## src/tms_pkg.sv

```systemverilog
// Shared types and constants for the turtle-mode sequencer.
// Used by turtle_mode_sequencer; depends on nothing else.
package tms_pkg;

    localparam int TIME_BITS   = 32;
    localparam int SAMPLE_BITS = 16;
    localparam int CFG_BITS    = 32;
    localparam int THR_BITS    = 7;

    localparam logic [THR_BITS-1:0] THROTTLE_MAX   = THR_BITS'(100);
    localparam logic [CFG_BITS-1:0] TIMEOUT_RESET  = CFG_BITS'(1000000);
    localparam logic [THR_BITS-1:0] THROTTLE_RESET = THR_BITS'(50);

    typedef enum logic [0:0] {
        CFG_TIMEOUT  = 1'b0,
        CFG_THROTTLE = 1'b1
    } t_cfg_idx;

    typedef enum logic [1:0] {
        STG_NONE   = 2'd0,
        STG_START  = 2'd1,
        STG_ROTATE = 2'd2,
        STG_EXIT   = 2'd3
    } t_stage;

    typedef struct packed {
        logic                          action;
        logic                          grounded;
        logic                          armed;
        logic                          arm_switch;
        logic signed [SAMPLE_BITS-1:0] gravity_z;
        logic signed [SAMPLE_BITS-1:0] stick_roll;
        logic signed [SAMPLE_BITS-1:0] stick_pitch;
        logic [TIME_BITS-1:0]          now_us;
    } t_in_req;

    typedef struct packed {
        logic                          turtle_active;
        logic                          ctrl_override;
        logic                          motor_override;
        logic                          motor_reverse;
        logic                          arm_safety_set;
        logic signed [SAMPLE_BITS-1:0] override_roll;
        logic signed [SAMPLE_BITS-1:0] override_pitch;
        logic signed [SAMPLE_BITS-1:0] override_yaw;
        logic [THR_BITS-1:0]           override_throttle;
    } t_out_res;

endpackage

```

## src/turtle_mode_sequencer.sv

```systemverilog
// Turtle-mode sequencer: input register, one pass of decision logic, result register.
// Depends on tms_pkg for the request/result structs, stage enum and constants.
//
//  channel   | direction | handshake                 | payload
//  ----------+-----------+---------------------------+------------------------
//  request   | in        | i_in_valid / o_in_stall   | i_in_req  (t_in_req)
//  result    | out       | o_out_valid / i_out_stall | o_out_res (t_out_res)
//  config    | in        | i_cfg_we (no wait)        | i_cfg_idx, i_cfg_data
//
// An accepted request sits in the input register while the sequencer logic
// works on it; the result register loads from it once the result side is free.
// A new request is accepted every cycle unless the result side stalls; throughput
// is set by the single state update per cycle, which happens as the result register loads.
// Reset (i_rst_n low, synchronous) clears the sequencer state and both valid
// flags and restores the config registers to their defaults.
// A stall on the result side holds the result register; the input register
// then holds too and o_in_stall rises only once it is occupied.
module turtle_mode_sequencer (
    input  logic                      i_clk,
    input  logic                      i_rst_n,
    input  logic                      i_in_valid,
    output logic                      o_in_stall,
    input  tms_pkg::t_in_req          i_in_req,
    output logic                      o_out_valid,
    input  logic                      i_out_stall,
    output tms_pkg::t_out_res         o_out_res,
    input  logic                      i_cfg_we,
    input  tms_pkg::t_cfg_idx         i_cfg_idx,
    input  logic [tms_pkg::CFG_BITS-1:0] i_cfg_data
);
    import tms_pkg::*;

    // Q2.14 scale points, derived from the sample width
    localparam logic signed [SAMPLE_BITS-1:0] FULL_SCALE = SAMPLE_BITS'(1) << (SAMPLE_BITS - 2);
    localparam logic signed [SAMPLE_BITS-1:0] NEG_FULL   = -FULL_SCALE;
    localparam logic signed [SAMPLE_BITS-1:0] HALF_SCALE = SAMPLE_BITS'(1) << (SAMPLE_BITS - 3);
    localparam logic [SAMPLE_BITS:0]          HALF_MAG   = (SAMPLE_BITS + 1)'(1) << (SAMPLE_BITS - 3);

    // configuration registers
    logic [CFG_BITS-1:0] r_timeout;
    logic [THR_BITS-1:0] r_throttle;

    // pipeline registers
    logic     r_in_vld;
    t_in_req  r_in;
    logic     r_out_vld;
    t_out_res r_out;
    t_out_res n_out;

    // sequencer state
    logic                          r_queued,   n_queued;
    t_stage                        r_stage,    n_stage;
    logic                          r_last_sw,  n_last_sw;
    logic                          r_axis,     n_axis;
    logic                          r_spin_pos, n_spin_pos;
    logic [TIME_BITS-1:0]          r_start,    n_start;
    logic                          r_reverse,  n_reverse;
    logic                          r_ovr,      n_ovr;
    logic signed [SAMPLE_BITS-1:0] r_ovr_roll, n_ovr_roll;
    logic signed [SAMPLE_BITS-1:0] r_ovr_pitch, n_ovr_pitch;
    logic [THR_BITS-1:0]           r_ovr_thr,  n_ovr_thr;

    // decision terms
    t_stage               s_stage;
    logic                 s_safety;
    logic                 s_trigger;
    logic                 s_gz_neg;
    logic                 s_gz_high;
    logic [SAMPLE_BITS:0] s_roll_ext;
    logic [SAMPLE_BITS:0] s_pitch_ext;
    logic [SAMPLE_BITS:0] s_mag_roll;
    logic [SAMPLE_BITS:0] s_mag_pitch;
    logic [TIME_BITS-1:0] s_elapsed;
    logic [THR_BITS-1:0]  s_thr_sat;

    // handshake
    logic out_free;
    logic in_acc;
    logic fire;

    assign out_free    = !r_out_vld || !i_out_stall;
    assign o_in_stall  = r_in_vld && !out_free;
    assign in_acc      = i_in_valid && !o_in_stall;
    assign fire        = r_in_vld && out_free;
    assign o_out_valid = r_out_vld;
    assign o_out_res   = r_out;

    // stick magnitudes, one bit wider so the most negative sample stays exact
    assign s_roll_ext  = {r_in.stick_roll[SAMPLE_BITS-1], r_in.stick_roll};
    assign s_pitch_ext = {r_in.stick_pitch[SAMPLE_BITS-1], r_in.stick_pitch};
    assign s_mag_roll  = r_in.stick_roll[SAMPLE_BITS-1] ? -s_roll_ext : s_roll_ext;
    assign s_mag_pitch = r_in.stick_pitch[SAMPLE_BITS-1] ? -s_pitch_ext : s_pitch_ext;

    assign s_trigger = r_in.arm_switch && !r_last_sw;
    assign s_gz_neg  = r_in.gravity_z[SAMPLE_BITS-1];
    assign s_gz_high = r_in.gravity_z > HALF_SCALE;
    // elapsed time wraps with the free-running counter
    assign s_elapsed = r_in.now_us - r_start;
    assign s_thr_sat = (r_throttle > THROTTLE_MAX) ? THROTTLE_MAX : r_throttle;

    // sequencer next state
    always_comb begin
        n_queued    = r_queued;
        n_stage     = r_stage;
        n_last_sw   = r_last_sw;
        n_axis      = r_axis;
        n_spin_pos  = r_spin_pos;
        n_start     = r_start;
        n_reverse   = r_reverse;
        n_ovr       = r_ovr;
        n_ovr_roll  = r_ovr_roll;
        n_ovr_pitch = r_ovr_pitch;
        n_ovr_thr   = r_ovr_thr;
        s_safety    = 1'b0;
        s_stage     = r_stage;

        if (r_in.action) begin
            // queue request: only when grounded and nothing queued yet
            if (!r_queued && r_in.grounded) begin
                n_queued = 1'b1;
                n_stage  = STG_NONE;
            end
        end else if (!r_queued) begin
            // nothing queued: drop any running sequence, demanding safety if one was running
            if (r_stage != STG_NONE) begin
                n_reverse = 1'b0;
                s_safety  = 1'b1;
            end
            n_stage = STG_NONE;
            n_ovr   = 1'b0;
        end else begin
            n_last_sw = r_in.arm_switch;
            // arming edge while inverted starts; upright again forces exit
            if (s_gz_neg && s_trigger) begin
                s_stage = STG_START;
            end
            if (s_gz_high && s_stage != STG_NONE) begin
                s_stage = STG_EXIT;
            end
            n_stage = s_stage;

            unique case (s_stage)
                STG_START: begin
                    n_ovr       = 1'b1;
                    n_ovr_roll  = '0;
                    n_ovr_pitch = '0;
                    n_ovr_thr   = '0;
                    n_reverse   = 1'b1;
                    n_axis      = 1'b0;
                    n_spin_pos  = 1'b0;
                    if (s_mag_roll > HALF_MAG || s_mag_pitch > HALF_MAG) begin
                        // dominant stick wins; ties go to roll; zero spins negative
                        if (s_mag_roll < s_mag_pitch) begin
                            n_axis     = 1'b1;
                            n_spin_pos = !r_in.stick_pitch[SAMPLE_BITS-1] &&
                                         (|r_in.stick_pitch);
                        end else begin
                            n_spin_pos = !r_in.stick_roll[SAMPLE_BITS-1] &&
                                         (|r_in.stick_roll);
                        end
                        n_stage = STG_ROTATE;
                        n_start = r_in.now_us;
                    end
                end
                STG_ROTATE: begin
                    n_ovr_thr = s_thr_sat;
                    if (r_axis) begin
                        n_ovr_pitch = r_spin_pos ? FULL_SCALE : NEG_FULL;
                    end else begin
                        n_ovr_roll = r_spin_pos ? FULL_SCALE : NEG_FULL;
                    end
                    if (s_elapsed > TIME_BITS'(r_timeout)) begin
                        n_stage = STG_START;
                    end
                end
                STG_EXIT: begin
                    n_queued  = 1'b0;
                    n_stage   = STG_NONE;
                    n_ovr     = 1'b0;
                    n_reverse = 1'b0;
                    s_safety  = 1'b1;
                end
                STG_NONE: begin
                end
                default: begin
                end
            endcase
        end
    end

    // result assembly; override fields read zero while overrides are off
    always_comb begin
        n_out.turtle_active     = (r_stage != STG_NONE) && r_in.armed;
        n_out.ctrl_override     = n_ovr;
        n_out.motor_override    = n_ovr;
        n_out.motor_reverse     = n_reverse;
        n_out.arm_safety_set    = s_safety;
        n_out.override_roll     = n_ovr ? n_ovr_roll : '0;
        n_out.override_pitch    = n_ovr ? n_ovr_pitch : '0;
        n_out.override_yaw      = '0;
        n_out.override_throttle = n_ovr ? n_ovr_thr : '0;
    end

    // configuration writes
    always_ff @(posedge i_clk) begin
        if (!i_rst_n) begin
            r_timeout  <= TIMEOUT_RESET;
            r_throttle <= THROTTLE_RESET;
        end else if (i_cfg_we) begin
            unique case (i_cfg_idx)
                CFG_TIMEOUT:  r_timeout  <= i_cfg_data;
                CFG_THROTTLE: r_throttle <= i_cfg_data[THR_BITS-1:0];
                default: begin
                end
            endcase
        end
    end

    // input register: load on accept, hold while the result side is full
    always_ff @(posedge i_clk) begin
        if (!i_rst_n) begin
            r_in_vld <= 1'b0;
        end else if (in_acc) begin
            r_in_vld <= 1'b1;
        end else if (fire) begin
            r_in_vld <= 1'b0;
        end
    end

    always_ff @(posedge i_clk) begin
        if (in_acc) begin
            r_in <= i_in_req;
        end
    end

    // result register: load when the request advances, clear once taken
    always_ff @(posedge i_clk) begin
        if (!i_rst_n) begin
            r_out_vld <= 1'b0;
        end else if (fire) begin
            r_out_vld <= 1'b1;
        end else if (!i_out_stall) begin
            r_out_vld <= 1'b0;
        end
    end

    always_ff @(posedge i_clk) begin
        if (fire) begin
            r_out <= n_out;
        end
    end

    // sequencer state advances together with the result register
    always_ff @(posedge i_clk) begin
        if (!i_rst_n) begin
            r_queued    <= 1'b0;
            r_stage     <= STG_NONE;
            r_last_sw   <= 1'b0;
            r_axis      <= 1'b0;
            r_spin_pos  <= 1'b0;
            r_start     <= '0;
            r_reverse   <= 1'b0;
            r_ovr       <= 1'b0;
            r_ovr_roll  <= '0;
            r_ovr_pitch <= '0;
            r_ovr_thr   <= '0;
        end else if (fire) begin
            r_queued    <= n_queued;
            r_stage     <= n_stage;
            r_last_sw   <= n_last_sw;
            r_axis      <= n_axis;
            r_spin_pos  <= n_spin_pos;
            r_start     <= n_start;
            r_reverse   <= n_reverse;
            r_ovr       <= n_ovr;
            r_ovr_roll  <= n_ovr_roll;
            r_ovr_pitch <= n_ovr_pitch;
            r_ovr_thr   <= n_ovr_thr;
        end
    end

    // the exit stage is always resolved within the same request
    a_no_exit_held: assert property (@(posedge i_clk) disable iff (!i_rst_n)
        r_stage != STG_EXIT)
        else $error("exit stage held in state");

    // a running sequence implies something is queued
    a_idle_unqueued: assert property (@(posedge i_clk) disable iff (!i_rst_n)
        !r_queued |-> r_stage == STG_NONE)
        else $error("stage active with nothing queued");

    // rotation always runs with overrides on and motors reversed
    a_rotate_flags: assert property (@(posedge i_clk) disable iff (!i_rst_n)
        r_stage == STG_ROTATE |-> (r_ovr && r_reverse))
        else $error("rotating without override or reverse");

    // a safety demand comes with overrides released
    a_safety_release: assert property (@(posedge i_clk) disable iff (!i_rst_n)
        (r_out_vld && r_out.arm_safety_set) |->
            (!r_out.ctrl_override && !r_out.motor_reverse))
        else $error("safety demand while still overriding");

endmodule
```

## config.mk

```make
export PLATFORM = sky130hd
export DESIGN_NAME = turtle_mode_sequencer
export DESIGN_NICKNAME = d
export VERILOG_FILES = /design/src/tms_pkg.sv /design/src/turtle_mode_sequencer.sv
export SDC_FILE = /design/constraint.sdc
export NUM_CORES = 1
export LEC_CHECK = 0
export BUFFER_PORTS_ARGS = -buffer_cell sky130_fd_sc_hd__clkbuf_2
export CORE_MARGIN = 8
export CORE_UTILIZATION = 50
export DETAILED_ROUTE_END_ITERATION = 6
export PLACE_DENSITY_LB_ADDON = 0.25
export SLEW_MARGIN = 0
export SYNTH_ARGS = -nofsm -noshare
export SYNTH_HDL_FRONTEND = slang
export SYNTH_SLANG_ARGS = --single-unit
```

## constraint.sdc

```tcl
create_clock -name i_clk -period 11.3 [get_ports i_clk]
set_input_delay 2.825 -clock i_clk [delete_from_list [all_inputs] [get_ports i_clk]]
set_output_delay 2.825 -clock i_clk [all_outputs]
set_load 0.005 [all_outputs]
```

# After elaboration in Yosys (flattened, before gate mapping)
# Cells that the tools add are included.
# Widths: inputs -> output; s select.
op_classes:
  addsub: 3
  magnitude_cmp: 6
  eq_ne: 5
  mux: 49
  bitwise: 2
  reduce_logical: 31
ops:
  columns: ["op", "count"]
  rows:
  - ["$mux 16", 7]
  - ["$pmux 16 s2", 2]
  - ["$gt 17x14->1 const B", 2]
  - ["$mux 17", 2]
  - ["$neg 17->17", 2]
  - ["$gt 32x32->1", 1]
  - ["$reduce_or 16->1", 2]
  - ["$sub 32x32->32", 1]
  - ["$mux 2", 11]
  - ["$mux 7", 3]
  - ["$mux 1", 20]
  - ["$lt 17x17->1", 1]
  - ["$gt 16x15->1 const B", 1]
  - ["$pmux 7 s2", 1]
  - ["$logic_and 1x1->1", 10]
  - ["$logic_not 1->1", 8]
  - ["$gt 7x7->1 const B", 1]
  - ["$pmux 2 s3", 1]
  - ["$reduce_and 2->1", 3]
  - ["$reduce_bool 2->1", 3]
  - ["$reduce_and 5->1", 1]
  - ["$eq 2x2->1 const B", 2]
  - ["$ne 2x1->1 const B", 2]
  - ["$pmux 1 s2", 2]
  - ["5 further kinds", 7]
word_totals:
  regBits: 247
  inputBits: 122
  out_inout_bits: 62
  wordCells: 126

# Depth between registers and ports, before layout
logic_depth:
  word_depth: 15
  depth_mapped: 21
  ltp_nobuf: 21

# Worst setup path after synthesis
# Ideal clock, no wire load.
synth_path:
  path_type: "input -> register"
  start: "in i_out_stall"
  end: "reg r_in[0] (netlist bit) (enable)"
  setup_time_ns: 0.537
  arrival_ns: 6.773
  required_time_ns: 10.763
  slack_ns: 3.990
  stages: 2
  path_buffers: 0
  path_cell_list: "and3_1 > nor2b_1"
synth_via:
  elab_chain_cells: 6
synth_lines:
  columns: ["item", "line", "text"]
  rows:
  - ["start: declaration", "turtle_mode_sequencer.sv:25", "input logic i_out_stall,"]
  - ["$logic_not 1->1", null, null]
  - ["$logic_or 1x1->1", "turtle_mode_sequencer.sv:81", "assign out_free = !r_out_vld || !i_out_stall;"]
  - ["$logic_not 1->1", "turtle_mode_sequencer.sv:82", "assign o_in_stall = r_in_vld && !out_free;"]
  - ["$logic_and 1x1->1", "turtle_mode_sequencer.sv:82", null]
  - ["$logic_not 1->1", "turtle_mode_sequencer.sv:83", "assign in_acc = i_in_valid && !o_in_stall;"]
  - ["$logic_and 1x1->1", "turtle_mode_sequencer.sv:83", null]
  - ["net in_acc", "turtle_mode_sequencer.sv:78", "logic in_acc;"]
  - ["end signal: assignment", "turtle_mode_sequencer.sv:232", "r_in <= i_in_req;"]
  - ["end: declaration", "turtle_mode_sequencer.sv:45", "t_in_req r_in;"]
# The timed path passes the listed nets, and every way through them passes these cells.
# A chain may end at the register's enable or synchronous reset.

# Worst setup path after layout
layout_path:
  start: "in i_out_stall"
  end: "out o_in_stall"
layout_via:
  elab_chain_cells: 4
layout_lines:
  columns: ["item", "line", "text"]
  rows:
  - ["$logic_not 1->1", null, null]
  - ["$logic_or 1x1->1", "turtle_mode_sequencer.sv:81", null]
  - ["$logic_not 1->1", "turtle_mode_sequencer.sv:82", null]
  - ["$logic_and 1x1->1", "turtle_mode_sequencer.sv:82", null]
  - ["end: declaration", "turtle_mode_sequencer.sv:22", "output logic o_in_stall,"]
# No other way between the ends.

==> metrics.csv <==
metric;value;unit
pwr-share-seq;48.6;%
ys_types;74;
switching_share;24.0;%
synth-seq-area-share;48.5;%
layout-drive-gt1-share;15.6;%
drtIter0Drc;531;
first_pass_iters;5;
worst_ep_required_time;8.48;ns
die_area;0.0310;sq mm
yosysTopAreaCellShare;29.7;%
rsz0062_at_grt;no;
yosysWarnings;0;
portBuffers;167;
r2r_slack;6.18;ns
clkPwrFrac;40.1;%
crit_slowest_cell;and3_1;
die_w;176;um
synth_edf_count;127;
grt_pass1_wl;45.1;mm
grtUsageTotal;17.4;%
fin_crit;6.12;ns
drv_slew;0;
start_kind;input pin;
synthCells;1296;
synth.avg_cell_area;9.90;sq um
cpMostUsedCell;clkbuf_2;
clkSinkCount;247;
cts_buffers;26;
ios;184;
fin_skew;0.00667;ns
crit_chain;clkbuf_2, and3_1, clkbuf_2;
ys_ff_latch;247;
tns;0;ns
vias_per_cell;5.28;
syn2layout_area_growth;13.9;%
synth_area;0.0128;sq mm
slew_headroom;25.5;%
gp_congestion;0.875;
cp.arrival;3.30;ns
final_common_cell;nand2_1;
clk_latency;0.53;ns
hold_viol;0;
grt_pass1_vias;9128;
dr_total_vias;9445;
grt_start_max_net_pins;96;
routed_wl;27.4;mm
post_cts_buffers;0;
cp_max_fo;3;
yosys.area.top_type;edfxtp_1;
power.internal;1.57;mW
cts.repair.resized;0;
initial_utilization;50.9;%
antenna_cells;0;
worst_pin_slew;1.12;ns
hpwl;20.0;mm
cpLargestDelayFamily;simple AND/OR/NAND/NOR gates;
end_kind;primary output;
ctsRootBufferMaster;clkbuf_16;
rows;58;
htreeDepth;1;
ant_nets;0;
powerDensity;142;mW/mm^2
setup_viol;0;
synth_flop_cell;edfxtp_1;
async_reset_ff_share;0;%
irDropWorstVdd;111;uV
wl_per_cell;15.3;um
die_h;176;um
fmax;163;MHz
cap_violations;0;
antenna_found_initial;0;
p_comb_share;11.3;%
mostFrequentLayoutCells;nand2_1 (192), clkbuf_2 (166), edfxtp_1 (127), dfxtp_1 (120), inv_1 (88);
p_leak;6.09;nW
criticalPathCategory;input pin to primary output;
cts.clk_slew.worst_paths;0.05;ns
cp_num_buf_inv;2;
cts_buffer_depth;3;
drcViolationCount;0;
critical_path.max_stage_delay;0.24;ns
synth.area.top_cells;edfxtp_1 (30%), dfxtp_1 (19%), ha_1 (8.3%), nand2_1 (5.6%), mux2i_1 (2.7%);
power_switching;497;uW
coreArea;0.0252;sq mm
status;complete, no violations;
nets;1647;
hp-class;register to register;
cts.hold.buffers_added;0;
period_share;54.2;%
fin_hold_ws;0.455;ns
grt-ovfl-total;0;
cts_tree;built;
[cell usage after synthesis (all sizes together), types with 8 or more instances]
library cell  count
or3               9
a21oi            66
xor2             21
a21boi           35
and2             32
nand2           193
clkbuf           50
a21o             19
nor3             21
dfxtp           120
nor2             60
xnor2            31
o31ai             9
nor2b            22
o211ai           11
o21ai            38
inv              88
edfxtp          127
nand2b            8
nand4            10
and3             33
nand3            31
ha               85
buf              23
a22oi            10
o21a              8
mux2i            35
[layout make-up]
class                      instances  area, sq um
fill                            2198        10600
sequential                       247         6220
multi-input combinational        903         5950
timing repair buffer             172          876
clock buffer                      38          727
tap                              330          413
inverter                          89          334
clock inverter                    10         98.8
[routing by layer]
metal / GRT usage, % / wire length, um / vias to the layer above / part of all wire (%)
met2: 29.3 / 12800 / 218 / 47
met1: 22.4 / 12600 / 4356 / 46
met4: 4.98 / 687 / 0 / 2.5
met5: 0 / 0 / - / 0
li1: - / - / 4826 / -
met3: 3.25 / 1400 / 45 / 5.1
[through the flow]
stage | utilization (%) | total power, mW | instance area [sq um] | worst slack [ns] | cells
2_1_floorplan | - | 1.19 | 12900 | 3.99 | 1312
3_3_place_gp | 54.8 | 1.25 | 13800 | 5.17 | 1741
3_5_place_dp | 54.8 | 1.26 | 13800 | 5.17 | 1741
4_1_cts | 58.0 | 2.09 | 14600 | 5.17 | 1789
5_1_grt | 58.0 | 2.17 | 14600 | 5.14 | 1789
6_report | 58.0 | 2.07 | 14600 | 5.18 | 1789
[cells by family after synthesis]
| family | count (synthesis) | synth area share [%] |
|---|---|---|
| AO/OA/AOI/OAI | 252 | 13.4 |
| XOR/XNOR | 52 | 3.55 |
| adder cells (fa/ha/maj) | 86 | 8.45 |
| buffers and inverters | 162 | 5.69 |
| flip-flops | 247 | 48.5 |
| multiplexers | 36 | 2.82 |
| other | 2 | 0.0585 |
| AND/OR/NAND/NOR | 459 | 17.6 |
[power by group through the flow]
stage / sequential [mW] / clock [mW] / combinational (mW)
2_1_floorplan: 1.01 / 0 / 0.171
3_3_place_gp: 1.02 / 0 / 0.229
3_5_place_dp: 1.02 / 0 / 0.234
4_1_cts: 1.00 / 0.853 / 0.236
5_1_grt: 1.01 / 0.890 / 0.268
6_report: 1.00 / 0.830 / 0.234
[registers in the layout, indices dropped and copies added (netlist names)]
| register | count |
|---|---|
| r_in | 84 |
| o_out_res | 43 |
| r_start | 32 |
| r_timeout | 32 |
| r_ovr_pitch | 16 |
| r_ovr_roll | 16 |
| r_ovr_thr | 7 |
| r_throttle | 7 |
| r_stage | 2 |
| o_out_valid | 1 |
| r_axis | 1 |
| r_in_vld | 1 |
| r_last_sw | 1 |
| r_ovr | 1 |
| r_queued | 1 |
| r_reverse | 1 |
| r_spin_pos | 1 |
[path summary, 6_finish.rpt]
check,from,endpoint,cells after the start
max,i_out_stall,o_in_stall,3
min,r_start[20]$_SDFFE_PN0P_,r_start[20]$_SDFFE_PN0P_,2
max reg2reg,r_in[0]$_DFFE_PP_,r_stage[1]$_SDFFE_PN0P_,21
min reg2reg,r_start[20]$_SDFFE_PN0P_,r_start[20]$_SDFFE_PN0P_,2
[worst min-delay path, stage by stage (launching register included)]
cell and delay (ns):
dfxtp_1 0.30, nand2_1 0.05, mux2i_1 0.05
No activity file was read; power rests on OpenSTA's default activity.
